[src/rtl/dsq_pkg.sv]
// Package for the date sorted priority queue: sizes, item types, codes
// and the small helper functions used by the control.
// No dependencies.
package dsq_pkg;

  localparam int QUEUE_DEPTH = 16;
  localparam int HANDLE_BITS = 16;
  localparam int IDX_W       = $clog2(QUEUE_DEPTH);
  localparam int CNT_W       = $clog2(QUEUE_DEPTH + 1);

  localparam logic [3:0] MONTH_MAX = 4'd12;
  localparam logic [5:0] DAY_MAX   = 6'd31;
  localparam logic [7:0] NAME_MAX  = 8'd12;

  localparam logic CMD_ENQ = 1'b0;
  localparam logic CMD_DEQ = 1'b1;

  typedef struct packed {
    logic        cmd;
    logic [15:0] entry_handle;
    logic [3:0]  due_month;
    logic [5:0]  due_day;
    logic [7:0]  name_length;
  } in_item_t;

  typedef struct packed {
    logic        accepted;
    logic        out_valid;
    logic [15:0] out_handle;
    logic [3:0]  out_month;
    logic [5:0]  out_day;
    logic [4:0]  occupancy;
  } out_item_t;

  typedef struct packed {
    logic [HANDLE_BITS-1:0] handle;
    logic [3:0]             month;
    logic [4:0]             day;
  } slot_t;

  localparam int SLOT_W = $bits(slot_t);

  typedef struct packed {
    logic busy;
    logic done;
  } ctrl_stat_t;

  // physical slot of logical offset ofs from the ring head
  function automatic logic [IDX_W-1:0] idx_wrap(input logic [IDX_W-1:0] base,
                                                input logic [IDX_W-1:0] ofs);
    logic [IDX_W:0] sum;
    sum = {1'b0, base} + {1'b0, ofs};
    if (sum >= (IDX_W+1)'(QUEUE_DEPTH)) begin
      sum = sum - (IDX_W+1)'(QUEUE_DEPTH);
    end
    return sum[IDX_W-1:0];
  endfunction

  // stored date strictly later than the new date
  function automatic logic date_after(input logic [3:0] sm, input logic [4:0] sd,
                                      input logic [3:0] nm, input logic [4:0] nd);
    if (sm != nm) begin
      return sm > nm;
    end
    return sd > nd;
  endfunction

endpackage

[src/rtl/dsq_ram.sv]
// Generic single-write, single-read synchronous RAM, registered read data.
// No dependencies.
module dsq_ram #(
  parameter int DEPTH = 16,
  parameter int WIDTH = 8
) (
  input  logic                     clk,
  input  logic                     wr_en,
  input  logic [$clog2(DEPTH)-1:0] wr_addr,
  input  logic [WIDTH-1:0]         wr_data,
  input  logic                     rd_en,
  input  logic [$clog2(DEPTH)-1:0] rd_addr,
  output logic [WIDTH-1:0]         rd_data
);

  logic [WIDTH-1:0] mem [DEPTH];

  always_ff @(posedge clk) begin
    if (wr_en) begin
      mem[wr_addr] <= wr_data;
    end
  end

  // read data holds until the next read
  always_ff @(posedge clk) begin
    if (rd_en) begin
      rd_data <= mem[rd_addr];
    end
  end

endmodule

[src/rtl/dsq_ctrl.sv]
// Queue sequencer: ring pointers, insertion scan and dequeue over the slot RAM.
// Depends on dsq_pkg and dsq_ram.
module dsq_ctrl (
  input  logic               clk,
  input  logic               rst_n,
  input  logic               go,
  input  dsq_pkg::in_item_t  item,
  input  logic               out_free,
  output dsq_pkg::ctrl_stat_t stat,
  output dsq_pkg::out_item_t res
);
  import dsq_pkg::*;

  typedef enum logic [4:0] {
    S_IDLE  = 5'b00001,
    S_START = 5'b00010,
    S_SCAN  = 5'b00100,
    S_PLACE = 5'b01000,
    S_DEQ   = 5'b10000
  } state_t;

  state_t            state_r, state_nxt;
  in_item_t          item_r, item_nxt;
  logic [IDX_W-1:0]  head_r, head_nxt;
  logic [CNT_W-1:0]  count_r, count_nxt;
  logic [IDX_W-1:0]  pos_r, pos_nxt;

  logic              rd_en, wr_en;
  logic [IDX_W-1:0]  rd_addr, wr_addr;
  slot_t             wr_data, rd_slot;
  logic [SLOT_W-1:0] rd_raw;

  slot_t             new_slot;
  logic              enq_ok;
  logic [IDX_W-1:0]  last_l;

  dsq_ram #(.DEPTH(QUEUE_DEPTH), .WIDTH(SLOT_W)) u_ram (
    .clk     (clk),
    .wr_en   (wr_en),
    .wr_addr (wr_addr),
    .wr_data (wr_data),
    .rd_en   (rd_en),
    .rd_addr (rd_addr),
    .rd_data (rd_raw)
  );

  assign rd_slot = slot_t'(rd_raw);

  always_comb begin
    new_slot.handle = HANDLE_BITS'(item_r.entry_handle);
    new_slot.month  = item_r.due_month;
    new_slot.day    = item_r.due_day[4:0];
    enq_ok = (item_r.due_month >= 4'd1) && (item_r.due_month <= MONTH_MAX) &&
             (item_r.due_day >= 6'd1) && (item_r.due_day <= DAY_MAX) &&
             (item_r.name_length >= 8'd1) && (item_r.name_length <= NAME_MAX) &&
             (count_r < CNT_W'(QUEUE_DEPTH));
    last_l = IDX_W'(count_r - CNT_W'(1));
  end

  always_comb begin
    state_nxt = state_r;
    item_nxt  = item_r;
    head_nxt  = head_r;
    count_nxt = count_r;
    pos_nxt   = pos_r;
    rd_en     = 1'b0;
    rd_addr   = '0;
    wr_en     = 1'b0;
    wr_addr   = '0;
    wr_data   = new_slot;
    stat.busy = (state_r != S_IDLE);
    stat.done = 1'b0;
    res       = '0;
    res.occupancy = 5'(count_r);

    case (state_r)
      S_IDLE: begin
        if (go) begin
          item_nxt  = item;
          state_nxt = S_START;
        end
      end
      S_START: begin
        if (item_r.cmd == CMD_ENQ) begin
          if (!enq_ok) begin
            if (out_free) begin
              stat.done = 1'b1;
              state_nxt = S_IDLE;
            end
          end else if (count_r == '0) begin
            if (out_free) begin
              wr_en         = 1'b1;
              wr_addr       = head_r;
              count_nxt     = count_r + CNT_W'(1);
              stat.done     = 1'b1;
              res.accepted  = 1'b1;
              res.occupancy = 5'(count_nxt);
              state_nxt     = S_IDLE;
            end
          end else begin
            // walk back from the tail
            rd_en     = 1'b1;
            rd_addr   = idx_wrap(head_r, last_l);
            pos_nxt   = IDX_W'(count_r);
            state_nxt = S_SCAN;
          end
        end else begin
          if (count_r == '0) begin
            if (out_free) begin
              stat.done = 1'b1;
              state_nxt = S_IDLE;
            end
          end else begin
            rd_en     = 1'b1;
            rd_addr   = head_r;
            state_nxt = S_DEQ;
          end
        end
      end
      S_SCAN: begin
        // rd_slot is the entry at logical pos_r - 1
        if (date_after(rd_slot.month, rd_slot.day, new_slot.month, new_slot.day)) begin
          wr_en   = 1'b1;
          wr_addr = idx_wrap(head_r, pos_r);
          wr_data = rd_slot;
          pos_nxt = pos_r - IDX_W'(1);
          if (pos_r > IDX_W'(1)) begin
            rd_en   = 1'b1;
            rd_addr = idx_wrap(head_r, pos_r - IDX_W'(1) - IDX_W'(1));
          end else begin
            state_nxt = S_PLACE;
          end
        end else if (out_free) begin
          wr_en         = 1'b1;
          wr_addr       = idx_wrap(head_r, pos_r);
          count_nxt     = count_r + CNT_W'(1);
          stat.done     = 1'b1;
          res.accepted  = 1'b1;
          res.occupancy = 5'(count_nxt);
          state_nxt     = S_IDLE;
        end
      end
      S_PLACE: begin
        if (out_free) begin
          wr_en         = 1'b1;
          wr_addr       = idx_wrap(head_r, pos_r);
          count_nxt     = count_r + CNT_W'(1);
          stat.done     = 1'b1;
          res.accepted  = 1'b1;
          res.occupancy = 5'(count_nxt);
          state_nxt     = S_IDLE;
        end
      end
      S_DEQ: begin
        if (out_free) begin
          stat.done      = 1'b1;
          res.out_valid  = 1'b1;
          res.out_handle = 16'(rd_slot.handle);
          res.out_month  = rd_slot.month;
          res.out_day    = {1'b0, rd_slot.day};
          head_nxt       = idx_wrap(head_r, IDX_W'(1));
          count_nxt      = count_r - CNT_W'(1);
          res.occupancy  = 5'(count_nxt);
          state_nxt      = S_IDLE;
        end
      end
      default: begin
        state_nxt = S_IDLE;
      end
    endcase
  end

  always_ff @(posedge clk) begin
    if (!rst_n) begin
      state_r <= S_IDLE;
      head_r  <= '0;
      count_r <= '0;
      pos_r   <= '0;
    end else begin
      state_r <= state_nxt;
      head_r  <= head_nxt;
      count_r <= count_nxt;
      pos_r   <= pos_nxt;
    end
  end

  always_ff @(posedge clk) begin
    item_r <= item_nxt;
  end

endmodule

[src/rtl/date_sorted_priority_queue.sv]
// Date sorted priority queue, top level: input channel, result register.
// Depends on dsq_pkg and dsq_ctrl.
//
// Holds up to QUEUE_DEPTH entries in a ring of RAM slots kept sorted by
// (month, day); equal dates leave in arrival order. Every command item
// gives exactly one result item. The block takes one item at a time:
// a rejected enqueue or a dequeue from an empty queue ends in the start
// state, a dequeue adds one RAM read, and an accepted enqueue walks back
// from the tail past each held entry with a later date, moving one slot
// per cycle through the single RAM read and write port, and then writes
// the new entry (from the start state into an empty queue). A result
// waits in the output register while the next item is already taken in;
// a held result only delays the final step of the following item.
module date_sorted_priority_queue (
  input  logic               clk,
  input  logic               rst_n,
  input  logic               in_valid,
  output logic               in_stall,
  input  dsq_pkg::in_item_t  in_item,
  output logic               out_valid,
  input  logic               out_stall,
  output dsq_pkg::out_item_t out_item
);
  import dsq_pkg::*;

  ctrl_stat_t stat;
  out_item_t  res;
  out_item_t  res_r;
  logic       res_vld_r;
  logic       out_free;
  logic       go;

  // the sequencer only takes an item when idle
  assign in_stall = stat.busy;
  assign go       = in_valid && !stat.busy;

  // output register is free when empty or being drained this cycle
  assign out_free = !res_vld_r || !out_stall;

  dsq_ctrl u_ctrl (
    .clk      (clk),
    .rst_n    (rst_n),
    .go       (go),
    .item     (in_item),
    .out_free (out_free),
    .stat     (stat),
    .res      (res)
  );

  always_ff @(posedge clk) begin
    if (!rst_n) begin
      res_vld_r <= 1'b0;
    end else if (stat.done) begin
      res_vld_r <= 1'b1;
    end else if (!out_stall) begin
      res_vld_r <= 1'b0;
    end
  end

  always_ff @(posedge clk) begin
    if (stat.done) begin
      res_r <= res;
    end
  end

  assign out_valid = res_vld_r;
  assign out_item  = res_r;

endmodule
[config.mk]
export PLATFORM = sky130hd
export DESIGN_NAME = date_sorted_priority_queue
export DESIGN_NICKNAME = d
export VERILOG_FILES = /design/src/rtl/dsq_pkg.sv /design/src/rtl/dsq_ram.sv /design/src/rtl/dsq_ctrl.sv /design/src/rtl/date_sorted_priority_queue.sv
export SDC_FILE = /design/constraint.sdc
export NUM_CORES = 1
export LEC_CHECK = 0
export BUFFER_PORTS_ARGS = -buffer_cell sky130_fd_sc_hd__buf_2
export CAP_MARGIN = 20
export CORE_ASPECT_RATIO = 1.2
export CORE_UTILIZATION = 40
export CTS_CLUSTER_DIAMETER = 80
export DETAILED_ROUTE_END_ITERATION = 8
export GPL_ROUTABILITY_DRIVEN = 0
export PLACE_DENSITY = 0.59
export SLEW_MARGIN = 40
export SYNTH_ARGS = -nofsm -noshare
export SYNTH_HDL_FRONTEND = slang
export SYNTH_SLANG_ARGS = --single-unit
[constraint.sdc]
create_clock -name clk -period 5.15 [get_ports clk]
set_clock_uncertainty 0.05 [all_clocks]
set_input_delay 1.03 -clock clk [delete_from_list [all_inputs] [get_ports clk]]
set_output_delay 1.03 -clock clk [all_outputs]
set_load 0.01 [all_outputs]
# Word-level counts from Yosys, hierarchy flattened
# Memories as Yosys holds them, arrays and structs flattened. A register that Yosys moved wholly into a read port is not among the register bits.
# Cells that the tools add are included.
[totals]
regBits = 87
ramBits = 400
in_bits = 39
elab_cells = 148
memories = 1
[classes]
n_addsub = 12
n_lt_le_gt_ge = 14
n_eq_ne = 15
muxes = 69
reduce_logical = 20
[memory_table]
columns = ["name", "words", "word_bits", "read_ports", "rd_ports_with_merged_regs", "wr", "line_no", "rtl"]
rows = [
  ["u_ctrl.u_ram.mem", 16, 25, 1, 1, 1, "dsq_ram.sv:16", "logic [WIDTH-1:0] mem [DEPTH];"],
]
[ops]
columns = ["operator", "n"]
rows = [
  ["4-bit 2-to-1 mux", 20],
  ["5-bit 2-to-1 mux", 14],
  ["5-bit one-hot mux with 4 select lines", 3],
  ["25-bit 2-to-1 mux", 2],
  ["32-bit 2-to-1 mux", 1],
  ["4-bit by 1-bit subtractor with 4-bit output, second input constant", 6],
  ["1-bit 2-to-1 mux", 22],
  ["5-bit >= comparator, second input constant", 4],
  ["4-bit one-hot mux with 2 select lines", 2],
  ["4-bit by 4-bit adder with 5-bit output", 3],
  ["4-bit one-hot mux with 3 select lines", 1],
  ["1-bit one-hot mux with 3 select lines", 3],
  ["8-bit by 1-bit >= comparator with 1-bit output, second input constant", 1],
  ["8-bit by 4-bit <= comparator with 1-bit output, second input constant", 1],
  ["2-bit inequality test, second input constant", 4],
  ["2-bit AND reduction", 4],
  ["1-bit logical AND", 7],
  ["6-bit by 1-bit >= comparator with 1-bit output, second input constant", 1],
  ["6-bit by 5-bit <= comparator with 1-bit output, second input constant", 1],
  ["2-bit by 1-bit inequality test with 1-bit output, second input constant", 3],
  ["4-bit by 1-bit adder with 5-bit output, second input constant", 1],
  ["5-bit by 1-bit adder with 5-bit output, second input constant", 1],
  ["5-bit by 1-bit == test with 1-bit output, second input constant", 1],
  ["5-bit by 2-bit == test with 1-bit output, second input constant", 1],
  ["21 further kinds", 23],
]

# Depth between registers and ports, before layout
# Gate-level depths: netlist (run 1).
[depth]
ltp_word = 12
depth_mapped = 13
depth_no_buf = 12

# By module
# Synthesis (run 1) repeated with hierarchy kept, for this count alone.
[unflattened]
cells_unflattened = 1108
hier_area_um2 = 20654.8
[by_module_without_submodules]
columns = ["mod", "n_inst", "cells_per_inst", "area_each_um2"]
rows = [
  ["dsq_ram", 1, 660, 15801.4],
  ["dsq_ctrl", 1, 410, 3821.2],
  ["date_sorted_priority_queue", 1, 38, 1032.2],
]

# Least setup slack after synthesis (run 1)
# No wires, ideal clock.
[synth_timing]
path_kind = "reg-to-reg"
start = "reg u_ctrl.item_r[11] (netlist name)"
end = "mem u_ctrl.u_ram.mem[0][0] (netlist name), enable pin"
t_arrival_ns = 3.347
required_time_ns = 4.693
path_slack_ns = 1.346
path_stages_with_launch = 10
path_buffers = 1
synth_period_minus_slack_ns = 3.804
path_cell_list = "edfxtp_1 or4_1 o211a_1 and2_4 and4_1 clkbuf_1 a22o_1 or2_2 o21bai_1 nor2_1"
[synth_between]
elab_chain_cells = 11
[synth_lines]
columns = ["item", "line_no", "rtl"]
rows = [
  ["from (decl)", "dsq_ctrl.sv:23", "in_item_t item_r, item_nxt;"],
  ["from (signal assigned)", "dsq_ctrl.sv:188", "item_r <= item_nxt;"],
  ["6-bit by 1-bit >= comparator with 1-bit output", "dsq_ctrl.sv:54", "(item_r.due_day >= 6'd1) && (item_r.due_day <= DAY_MAX) &&"],
  ["1-bit logical AND", "dsq_ctrl.sv:53", "enq_ok = (item_r.due_month >= 4'd1) && (item_r.due_month <= MONTH_MAX) &&"],
  ["1-bit logical AND (2 in series)", "dsq_ctrl.sv:54", ""],
  ["1-bit logical AND (2 in series)", "dsq_ctrl.sv:55", "(item_r.name_length >= 8'd1) && (item_r.name_length <= NAME_MAX) &&"],
  ["1-bit 2-to-1 mux", "dsq_ctrl.sv:85", "if (!enq_ok) begin"],
  ["1-bit 2-to-1 mux", "dsq_ctrl.sv:84", "if (item_r.cmd == CMD_ENQ) begin"],
  ["1-bit one-hot mux with 3 select lines", "dsq_ctrl.sv:76", "case (state_r)"],
  ["1-bit 2-to-1 mux", "dsq_ram.sv:19", "if (wr_en) begin"],
  ["1-bit 2-to-1 mux (implied by the code)", "dsq_ram.sv:20", "mem[wr_addr] <= wr_data;"],
  ["to (decl)", "dsq_ram.sv:16", ""],
]
# Parallel ways exist; a longest one is shown, timed or not. The select of a mux whose other input is x is not followed.

# Worst setup path in the final report (run 1)
[layout_timing]
start = "reg u_ctrl.count_r[0]"
end = "reg u_ctrl.u_ram.rd_data[6] (read register of u_ctrl.u_ram.mem) (data pin)"
[layout_between]
elab_chain_cells = 8
[layout_lines]
columns = ["item", "line_no", "rtl"]
rows = [
  ["from (decl)", "dsq_ctrl.sv:25", "logic [CNT_W-1:0] count_r, count_nxt;"],
  ["from (signal assigned)", "dsq_ctrl.sv:182", "count_r <= count_nxt;"],
  ["5-bit by 1-bit subtractor with 5-bit output", "dsq_ctrl.sv:57", "last_l = IDX_W'(count_r - CNT_W'(1));"],
  ["4-bit by 4-bit adder with 5-bit output", "dsq_pkg.sv:52", "sum = {1'b0, base} + {1'b0, ofs};"],
  ["4-bit by 1-bit subtractor with 4-bit output or 5-bit >= comparator (tied branches)", "dsq_pkg.sv:54, dsq_pkg.sv:53", ""],
  ["4-bit 2-to-1 mux", "dsq_pkg.sv:53", "if (sum >= (IDX_W+1)'(QUEUE_DEPTH)) begin"],
  ["4-bit 2-to-1 mux", "dsq_ctrl.sv:90", "end else if (count_r == '0) begin"],
  ["4-bit 2-to-1 mux", "dsq_ctrl.sv:85", ""],
  ["4-bit 2-to-1 mux", "dsq_ctrl.sv:84", ""],
  ["4-bit one-hot mux with 2 select lines", "dsq_ctrl.sv:76", ""],
  ["to (decl)", "dsq_ram.sv:13", "output logic [WIDTH-1:0] rd_data"],
]
# Parallel ways exist; a longest one is shown, timed or not.
# A chain may end at the register's enable or synchronous reset.

==> results of run 1 <==
power by group through the flow:
stage | sequential, W | combinational, W | clock [W]
floorplan | 0.00470 | 0.0000838 | 0
global placement | 0.00470 | 0.000164 | 0
detailed placement | 0.00470 | 0.000171 | 0
CTS | 0.00461 | 0.000171 | 0.00352
global route | 0.00461 | 0.000188 | 0.00365
finish | 0.00461 | 0.000172 | 0.00346
worst paths after layout:
| check | endpoint | cells after the start |
|---|---|---|
| max reg2reg | u_ctrl.u_ram.rd_data[6] | 10 |
| min reg2reg | u_ctrl.pos_r[0] | 2 |
| min | u_ctrl.pos_r[0] | 2 |
| max | u_ctrl.u_ram.rd_data[6] | 10 |
placed cells by master, fill, tap and decap left out, types with 4 or more instances in the layout:
cell type	count
buf_4	35
mux2i_1	50
ha_1	24
and3_1	128
nand4_1	4
edfxtp_1	492
or4_1	26
clkbuf_1	14
buf_2	72
xor2_1	7
a22o_1	5
clkbuf_16	49
a311oi_1	50
a211oi_1	151
and3b_1	4
a21oi_1	18
dfxtp_1	19
inv_1	20
nand2_1	180
a21boi_0	4
clkinv_2	8
nor2_4	16
o211a_1	4
nor2_1	20
nand3_1	9
a21o_1	5
and2_1	15
xnor2_1	9
nor3_1	5
nand2b_1	5
buf_12	11
o21ai_0	25
a31oi_1	4
clkinv_1	9
per-layer routing:
layer	routed length (um)	part of all wire, %	global-route usage [%]	up-vias
met4	1500	2.7	6.64	0
li1	-	-	-	5841
met1	23400	42	27.1	6656
met2	27800	50	35.4	432
met3	2910	5.2	2.36	88
met5	0	0	0	-
layout make-up:
class | count | area, um2
diodes | 1 | 2.50
clock buffers | 66 | 1320
clock inverters | 23 | 199
fillers | 4616 | 28400
inverters | 20 | 75.1
multi-input cells | 827 | 5640
flip-flops and latches | 511 | 15200
well taps | 705 | 882
repair buffers | 118 | 843
state kept, by name, summed over array words and instances, names as in the netlist:
| name | flops |
|---|---|
| u_ctrl.state_r | 5 |
| u_ctrl.pos_r | 4 |
| u_ctrl.count_r | 5 |
| u_ctrl.u_ram.rd_data | 25 |
| u_ctrl.u_ram.mem | 400 |
| u_ctrl.head_r | 4 |
| u_ctrl.item_r | 35 |
| out_item | 32 |
| out_valid | 1 |
through the flow:
stage                     cells  setup slack (ns)  area [um2]
after CTS                  2270             0.992       24100
after global placement     2181              1.07       22600
after floorplan            1458              1.35       21200
after global routing       2270             0.785       24100
after detailed placement   2181              1.00       22600
final                      2271             0.989       24100
kinds of logic after synthesis:
| logic type | count (synthesis) | share of synthesized area [%] |
|---|---|---|
| buffers and inverters | 120 | 2.81 |
| other | 1 | 0.0177 |
| adder cells (fa/ha/maj) | 27 | 1.70 |
| AND/OR/NAND/NOR | 444 | 10.8 |
| AO/OA/AOI/OAI | 288 | 10.2 |
| multiplexers | 50 | 2.36 |
| flip-flops | 511 | 71.4 |
| XOR/XNOR | 17 | 0.766 |
worst max-delay path, cell delays in order, from the launching register on:
cell      delay [ns]
dfxtp_1         0.34
inv_1           0.15
ha_1            0.29
or3b_4          0.45
o21a_1          0.33
a32oi_4         0.41
nand2_4         0.40
buf_12          0.34
a211oi_1        0.37
a311oi_1        0.08
or4_1           0.63
==> flow_summary_export.csv, run 1 <==
group,metric,value,unit
grt,grt.overflow.total,0,
power_and_ir_drop,p_leak,8.08,nW
setup_path,reg2reg_slack,0.99,ns
power_and_ir_drop,seq_power_share,56.0,%
logic_synthesis,avgSynthCellArea,14.6,um2
route,firstDrtPassIters,6,
die,fp.coreArea,52500,um2
cells_and_area,fin_nets,1592,
setup_path,reg2reg_from,"u_ctrl.count_r[0]",
route,viasPerCell,5.73,
cts,post_cts_buffers,0,
power_and_ir_drop,p_sw,0.00165,W
logic_synthesis,synth_area_leaders,"edfxtp_1 70%, a211oi_1 5.3%, and3_1 3.8%, nand2_1 3.2%, mux2i_1 2.4%",
logic_synthesis,synth_edf_count,492,
die,initial_core_util,40.5,%
logic_synthesis,synthTopCellsByCount,"492 x edfxtp_1, 181 x nand2_1, 151 x a211oi_1",
place,port_buffers,72,
min_path,hold_path.startpoint,"u_ctrl.count_r[0]",
timing,maxSlewViolCount,0,
timing,slew-limit-headroom,49.4,%
logic_synthesis,yosys.area.top_type,"edfxtp_1",
route,ant_nets,0,
power_and_ir_drop,intPower,0.00659,W
grt,grt_pass1_wl,82000,um
timing,tightest_slew,0.758,ns
place,hpwlAfterDp,30900,um
timing,rsz0062_at_grt,"no",
setup_path,end_kind,"flip-flop",
timing,period_share,80.8,%
route,route.detailed.wl_per_inst,24.5,um
cells_and_area,drive_above_1_share,14.1,%
setup_path,cp-start-kind,"flip-flop",
power_and_ir_drop,peakVddDrop,0.243,mV
setup_path,critPathLaunch,"u_ctrl.count_r[0]",
setup_path,cp.required,5.38,ns
cts,path_clk_slew,0.06,ns
die,die_y,254,um
die,dieArea,54000,um2
timing,finalSetupTns,0,ns
timing,setup_viol,0,
grt,antenna_found_initial,1,
cts,cts_tree,"done",
timing,fmax,240,MHz
power_and_ir_drop,switching_share,20.0,%
die,num_io_pins,74,
timing,min_period,4.16,ns
grt,track_usage,20.5,%
setup_path,cp_max_fo,42,
cts,cts-buffers-inserted,48,
setup_path,crit_type,"reg2reg",
timing,finalHoldViolations,0,
setup_path,worstPathArrival,4.39,ns
logic_synthesis,synth-async-reset-ratio,0,%
logic_synthesis,synthFlopType,"edfxtp_1",
logic_synthesis,synth-seq-cells,511,
cts,cts_sinks,511,
route,totalWireLength,55600,um
grt,grt_pass1_vias,12800,
power_and_ir_drop,pwr-share-comb,2.1,%
cts,cts_hold_buffers,0,
power_and_ir_drop,powerDensity,342,nW/um2
logic_synthesis,yosysWarnings,0,
cts,clk_latency,0.58,ns
die,fp.dieW,212,um
logic_synthesis,seq_area_frac_synth,71.4,%
route,drtIter0Drc,1424,
run,cap_violations,0,
cells_and_area,utilization,46.0,%
cells_and_area,area_growth,13.6,%
logic_synthesis,synthCells,1458,
logic_synthesis,synth_top_area_share,69.6,%
logic_synthesis,yosysMostFrequentCell,"edfxtp_1",
status,outcome,"completed",
cts,clock_path_buffers,3,
cts,cts_resized,0,
power_and_ir_drop,clockPowerShare,41.9,%
logic_synthesis,synth_fp_nets,1524,
cts,htree_levels,2,
min_path,hp-class,"reg2reg",
cts,clockRootBuffer,"clkbuf_16",
die,rows,92,
route,drcViolationCount,0,
power_and_ir_drop,power,0.00824,W
timing,holdWs,0.480,ns
route,via_count,13000,
logic_synthesis,netlist-cell-type-count,63,
logic_synthesis,syn_area,21200,um2
grt,grt_max_degree,102,
Power figures use the tool's default switching activity.
==> inputs of run 2 (changes only) <==
==> constraint.sdc (replaced) <==
create_clock -name clk -period 3.95 [get_ports clk]
set_clock_uncertainty 0.05 [all_clocks]
set_input_delay 0.79 -clock clk [delete_from_list [all_inputs] [get_ports clk]]
set_output_delay 0.79 -clock clk [all_outputs]
set_load 0.01 [all_outputs]
==> run 2 against run 1 <==
  * Sequential cell count did not move
  * Core utilization increased by 0.90 points
  * Routed wire length down 1.1%
  * Hold slack worse by 0.15 ns
  * First-iteration DRC count fell by 32%
  * Sequential share of layout area down 1.2 points
  * Combinational power increased by 30%
  * Maximum frequency rose by 11%
  * Critical endpoint is now u_ctrl.u_ram.rd_data[7]
  * Largest power group unchanged
==> flow_summary_export.csv, run 2 (synthesized netlist as in run 1, its figures left out) <==
group,metric,value,unit
route,drcViolationCount,0,
grt,grt.overflow.total,0,
cells_and_area,largest_register,"u_ctrl.u_ram.mem",
setup_path,cp.required,4.21,ns
timing,rsz0062_at_grt,"no",
setup_path,cp-start-kind,"flip-flop",
grt,grt_max_degree,69,
timing,finalHoldViolations,0,
setup_path,cp_cell_sequence,"ha_1, nand2_1, o311ai_2, o211ai_4, or3_4, buf_12, and2_2, buf_12, buf_12, nand2_1, a311oi_1, or4_1",
cells_and_area,fin_nets,1621,
power_and_ir_drop,p_leak,8.32,nW
route,firstDrtPassIters,5,
setup_path,reg2reg_depth,12,
cts,cts-buffers-inserted,47,
timing,fmax,266,MHz
grt,grt_pass1_vias,13000,
setup_path,critPathLaunch,"u_ctrl.u_ram.rd_data[4]",
min_path,hp-class,"in2reg",
cts,clockRootBuffer,"clkbuf_16",
cells_and_area,drive_above_1_share,15.7,%
timing,min_period,3.75,ns
cts,htree_levels,2,
grt,track_usage,20.5,%
die,rows,92,
die,fp.coreArea,52500,um2
status,outcome,"completed",
place,hpwlAfterDp,31400,um
die,dieArea,54000,um2
die,die_y,254,um
setup_path,slowest_delay,0.54,ns
setup_path,reg2reg_from,"u_ctrl.u_ram.rd_data[4]",
cts,path_clk_slew,0.06,ns
cts,clock_path_buffers,3,
grt,grt_pass1_wl,81800,um
cts,cts_resized,0,
min_path,hold_path.startpoint,"in_item[6]",
power_and_ir_drop,intPower,0.00846,W
cells_and_area,utilization,46.9,%
cts,clk_latency,0.58,ns
route,via_count,12900,
grt,antenna_found_initial,0,
setup_path,crit_type,"reg2reg",
power_and_ir_drop,clockPowerShare,41.3,%
route,drtIter0Drc,965,
timing,slew-limit-headroom,52.7,%
timing,setup_viol,0,
route,ant_nets,0,
run,cap_violations,0,
timing,tightest_slew,0.709,ns
cts,cts_sinks,511,
place,port_buffers,72,
setup_path,crit_path_frequent_cell,"buf_12",
setup_path,cp_max_fo,44,
min_path,hold-path-cell-count,1,
die,fp.dieW,212,um
timing,period_share,95.0,%
timing,maxSlewViolCount,0,
cells_and_area,num_antenna_cells,0,
timing,finalSetupTns,0,ns
route,totalWireLength,55000,um
die,initial_core_util,40.5,%
power_and_ir_drop,peakVddDrop,0.272,mV
cells_and_area,final_cell_mix,"492 x edfxtp_1, 180 x nand2_1, 151 x a211oi_1",
cts,cts_hold_buffers,0,
setup_path,end_kind,"flip-flop",
route,route.detailed.wl_per_inst,24.0,um
cells_and_area,mostFrequentLayoutCell,"edfxtp_1",
die,num_io_pins,74,
cts,cts_tree,"done",
power_and_ir_drop,pwr-share-comb,2.1,%
power_and_ir_drop,powerDensity,432,nW/um2
setup_path,crit_slowest_cell,"or4_1",
power_and_ir_drop,switching_share,20.4,%
cells_and_area,area_growth,15.8,%
setup_path,worstPathArrival,4.01,ns
power_and_ir_drop,p_sw,0.00216,W
power_and_ir_drop,seq_power_share,56.6,%
cells_and_area,largest_register_ffs,400,
route,viasPerCell,5.63,
cts,post_cts_buffers,0,
## run 2: cell types whose count changed in the layout (fill, tap and decap cells not counted)
cell and delta:
clkinvlp_4 -2, clkinv_8 +1, clkbuf_16 -2, diode_2 -1
clkbuf_1 -7, clkbuf_8 -2, inv_6 +1, buf_12 +25
clkinv_2 +4, clkinv_1 +3, buf_4 +5
## run 2: final timing paths
| check | slack, ns | endpoint |
|---|---|---|
| min reg2reg | 0.48 | u_ctrl.pos_r[0] |
| max | 0.20 | u_ctrl.u_ram.rd_data[7] |
| max reg2reg | 0.20 | u_ctrl.u_ram.rd_data[7] |
| min | 0.33 | u_ctrl.item_r[6] |
## run 2: layout make-up
type | instances | area, um2
timing repair buffer | 148 | 1380
fill | 4586 | 27900
inverter | 20 | 75.1
tap | 705 | 882
sequential | 511 | 15200
clock buffer | 55 | 1220
multi-input combinational | 827 | 5640
clock inverter | 30 | 240
## run 2: worst max-delay path, delay by kind of cell (launching register included)
family                     cells  cell delay, ns
DFF                            1            0.50
buffers and inverters          3            0.50
and+or+nand+nor                5            1.41
adders and majority gates      1            0.37
AOI/OAI and AO/OA              3            0.63
## run 2: per-layer routing
| metal | wire length (um) | part of all wire (%) | GRT usage, % |
|---|---|---|---|
| met4 | 1810 | 3.3 | 7.87 |
| met1 | 22600 | 41 | 25.3 |
| met2 | 27900 | 51 | 36.5 |
| met3 | 2680 | 4.9 | 2.45 |
| met5 | 0 | 0 | 0 |
## run 2: power by group through the flow
stage,registers (W),clock network (W),logic (W)
after floorplan,0.00613,0,0.000109
after global placement,0.00613,0,0.000215
after detailed placement,0.00613,0,0.000222
after CTS,0.00602,0.00446,0.000224
after global routing,0.00602,0.00464,0.000246
final,0.00602,0.00439,0.000224
## run 2: stage by stage
stage | area (um2) | instances | total power, W | hold slack, ns | setup slack [ns]
2_1_floorplan | 21200 | 1458 | 0.00624 | 0.435 | 0.146
3_3_place_gp | 23100 | 2211 | 0.00635 | 0.467 | 0.340
3_5_place_dp | 23100 | 2211 | 0.00635 | 0.469 | 0.254
4_1_cts | 24600 | 2296 | 0.0107 | 0.314 | 0.233
5_1_grt | 24600 | 2296 | 0.0109 | 0.323 | 0.0415
6_report | 24600 | 2296 | 0.0106 | 0.334 | 0.197
==> inputs of run 3 (changes only) <==
--- a/config.mk
+++ b/config.mk
@@ -12,6 +12,7 @@
 export CTS_CLUSTER_DIAMETER = 80
 export DETAILED_ROUTE_END_ITERATION = 8
 export GPL_ROUTABILITY_DRIVEN = 0
+export GPL_TIMING_DRIVEN = 0
 export PLACE_DENSITY = 0.59
 export SLEW_MARGIN = 40
 export SYNTH_ARGS = -nofsm -noshare
==> run 3 against run 2 <==
  * Sequential cell count is the same
  * Design area grew 1.8%
  * Sequential power is essentially flat
  * Power grew 1.1%
  * Global-route usage grew 0.96 points
  * Hold slack gained 0.0055 ns
  * Critical path type unchanged
  * Largest cell class unchanged
  * Largest power group unchanged
  * Highest routed layer unchanged
==> flow_summary_export.csv, run 3 (synthesized netlist as in run 1, its figures left out) <==
group,metric,value,unit
setup_path,end_kind,"flip-flop",
cts,clockRootBuffer,"clkbuf_16",
cells_and_area,area_growth,17.9,%
power_and_ir_drop,intPower,0.00855,W
place,pre_cts_ws,-0.278,ns
grt,grt.overflow.total,0,
die,num_io_pins,74,
cts,clk_latency,0.59,ns
timing,holdWs,0.340,ns
setup_path,reg2reg_depth,10,
status,outcome,"completed",
route,via_count,13300,
timing,slew-limit-headroom,45.3,%
timing,rsz0062_at_grt,"yes",
setup_path,r2r_end,"u_ctrl.u_ram.mem[2][12]",
setup_path,cp_max_fo,14,
power_and_ir_drop,powerDensity,429,nW/um2
cts,path_clk_slew,0.06,ns
cts,cts-buffers-inserted,48,
timing,period_share,97.1,%
timing,finalHoldViolations,0,
setup_path,cp.required,4.17,ns
place,port_buffers,72,
die,die_y,254,um
timing,fmax,261,MHz
power_and_ir_drop,p_leak,8.56,nW
cts,clock_path_buffers,3,
route,viasPerCell,5.62,
die,fp.coreArea,52500,um2
timing,fin_ws,0.115,ns
setup_path,cp-start-kind,"flip-flop",
grt,grt_pass1_wl,85000,um
min_path,hold-path-cell-count,1,
cts,htree_levels,2,
cts,cts_hold_buffers,0,
run,cap_violations,0,
die,rows,92,
setup_path,reg2reg_from,"u_ctrl.item_r[11]",
die,dieArea,54000,um2
place,hpwlAfterDp,41600,um
cts,cts_sinks,511,
cts,cts_tree,"done",
grt,track_usage,21.4,%
cells_and_area,num_antenna_cells,0,
grt,grt_max_degree,26,
cells_and_area,final_cell_mix,"492 x edfxtp_1, 178 x nand2_1, 139 x a211oi_1",
cells_and_area,largest_register_ffs,400,
grt,antenna_found_initial,1,
cells_and_area,largest_register,"u_ctrl.u_ram.mem",
min_path,hp-class,"in2reg",
min_path,hold_path.startpoint,"in_item[12]",
setup_path,crit_type,"reg2reg",
timing,setup_viol,0,
timing,maxSlewViolCount,0,
route,drtIter0Drc,1362,
die,initial_core_util,40.5,%
power_and_ir_drop,peakVddDrop,0.293,mV
route,route.detailed.wl_per_inst,24.5,um
power_and_ir_drop,seq_power_share,56.0,%
power_and_ir_drop,switching_share,20.4,%
die,fp.dieW,212,um
timing,min_period,3.83,ns
cells_and_area,mostFrequentLayoutCell,"edfxtp_1",
timing,tightest_slew,0.818,ns
route,drcViolationCount,0,
route,ant_nets,0,
route,firstDrtPassIters,6,
cells_and_area,fill_cells,4579,
grt,grt_pass1_vias,13300,
cells_and_area,fin_nets,1689,
route,totalWireLength,58100,um
power_and_ir_drop,p_sw,0.00219,W
power_and_ir_drop,clockPowerShare,41.6,%
power_and_ir_drop,pwr-share-comb,2.4,%
setup_path,worstPathArrival,4.06,ns
cells_and_area,drive_above_1_share,19.6,%
min_path,min_to,"u_ctrl.item_r[12]",
setup_path,reg2reg_slack,0.12,ns
-- run 3: changes by cell type in the layout (fill, tap and decap cells not counted), moves of 12 or more --
cell | previous run | this run
clkbuf_1 | 7 | 41
a211oi_2 | 0 | 12
buf_2 | 72 | 93
buf_4 | 40 | 27
buf_12 | 36 | 1
buf_6 | 0 | 18
a311oi_2 | 0 | 12
clkbuf_2 | 0 | 17
a311oi_1 | 50 | 38
buf_16 | 0 | 13
a211oi_1 | 151 | 139
-- run 3: worst max-delay path by stage --
stage	from	to
global route	u_ctrl.count_r[0]	u_ctrl.u_ram.rd_data[22]
floorplan	u_ctrl.item_r[11]	u_ctrl.u_ram.mem[0][0]
CTS	u_ctrl.item_r[12]	u_ctrl.u_ram.rd_data[6]
global placement	u_ctrl.item_r[15]	u_ctrl.u_ram.mem[3][17]
finish	u_ctrl.item_r[11]	u_ctrl.u_ram.mem[2][12]
detailed placement	u_ctrl.item_r[14]	u_ctrl.u_ram.rd_data[20]
-- run 3: repair_timing --
action,CTS,global route
setup endpoints to repair,40,177
resized for setup,16,70
buffers inserted,2,13
pin swaps,1,3
hold endpoints to repair,0,0
-- run 3: metrics by stage --
stage / power [W] / instances / instance area, um2 / setup TNS [ns] / utilization (%)
CTS: 0.0108 / 2353 / 24700 / -0.0479 / 47.1
global placement: 0.00636 / 2235 / 22500 / -513.91 / 42.8
floorplan: 0.00624 / 1458 / 21200 / 0 / -
detailed placement: 0.00639 / 2263 / 23200 / -5.85 / 44.1
global route: 0.0110 / 2366 / 25000 / -0.0189 / 47.7
finish: 0.0107 / 2366 / 25000 / 0 / 47.7
-- run 3: layout make-up --
class	instances	area, um2	area share [%]
Tap cell	705	882	3.52
Clock buffer	59	1270	5.08
Timing Repair Buffer	115	1020	4.07
Clock inverter	29	229	0.914
Buffer	100	588	2.35
Multi-Input combinational cell	827	5830	23.3
Sequential cell	511	15200	60.5
Inverter	20	75.1	0.300
-- run 3: critical path, stage by stage (launching register included) --
cell,delay (ns)
edfxtp_1,0.43
or4_1,0.59
o211a_1,0.28
and2_4,0.17
and4_1,0.15
clkbuf_1,0.20
a21o_1,0.20
a22o_1,0.31
or2_2,0.43
nor2_4,0.48
buf_8,0.24
-- run 3: power groups by stage --
stage	sequential, W	combinational (W)	clock [W]
2_1_floorplan	0.00613	0.000109	0
3_3_place_gp	0.00614	0.000216	0
3_5_place_dp	0.00613	0.000251	0
4_1_cts	0.00602	0.000253	0.00453
5_1_grt	0.00602	0.000277	0.00474
6_report	0.00602	0.000254	0.00447
-- run 3: routing by layer --
layer | routed length (um) | up-vias | track usage, % | part of all wire [%]
met4 | 2000 | 0 | 8.22 | 3.4
li1 | - | 6046 | - | -
met2 | 29600 | 455 | 38.0 | 51
met3 | 3210 | 111 | 2.75 | 5.5
met1 | 23200 | 6693 | 26.6 | 40
met5 | 0 | - | 0 | 0
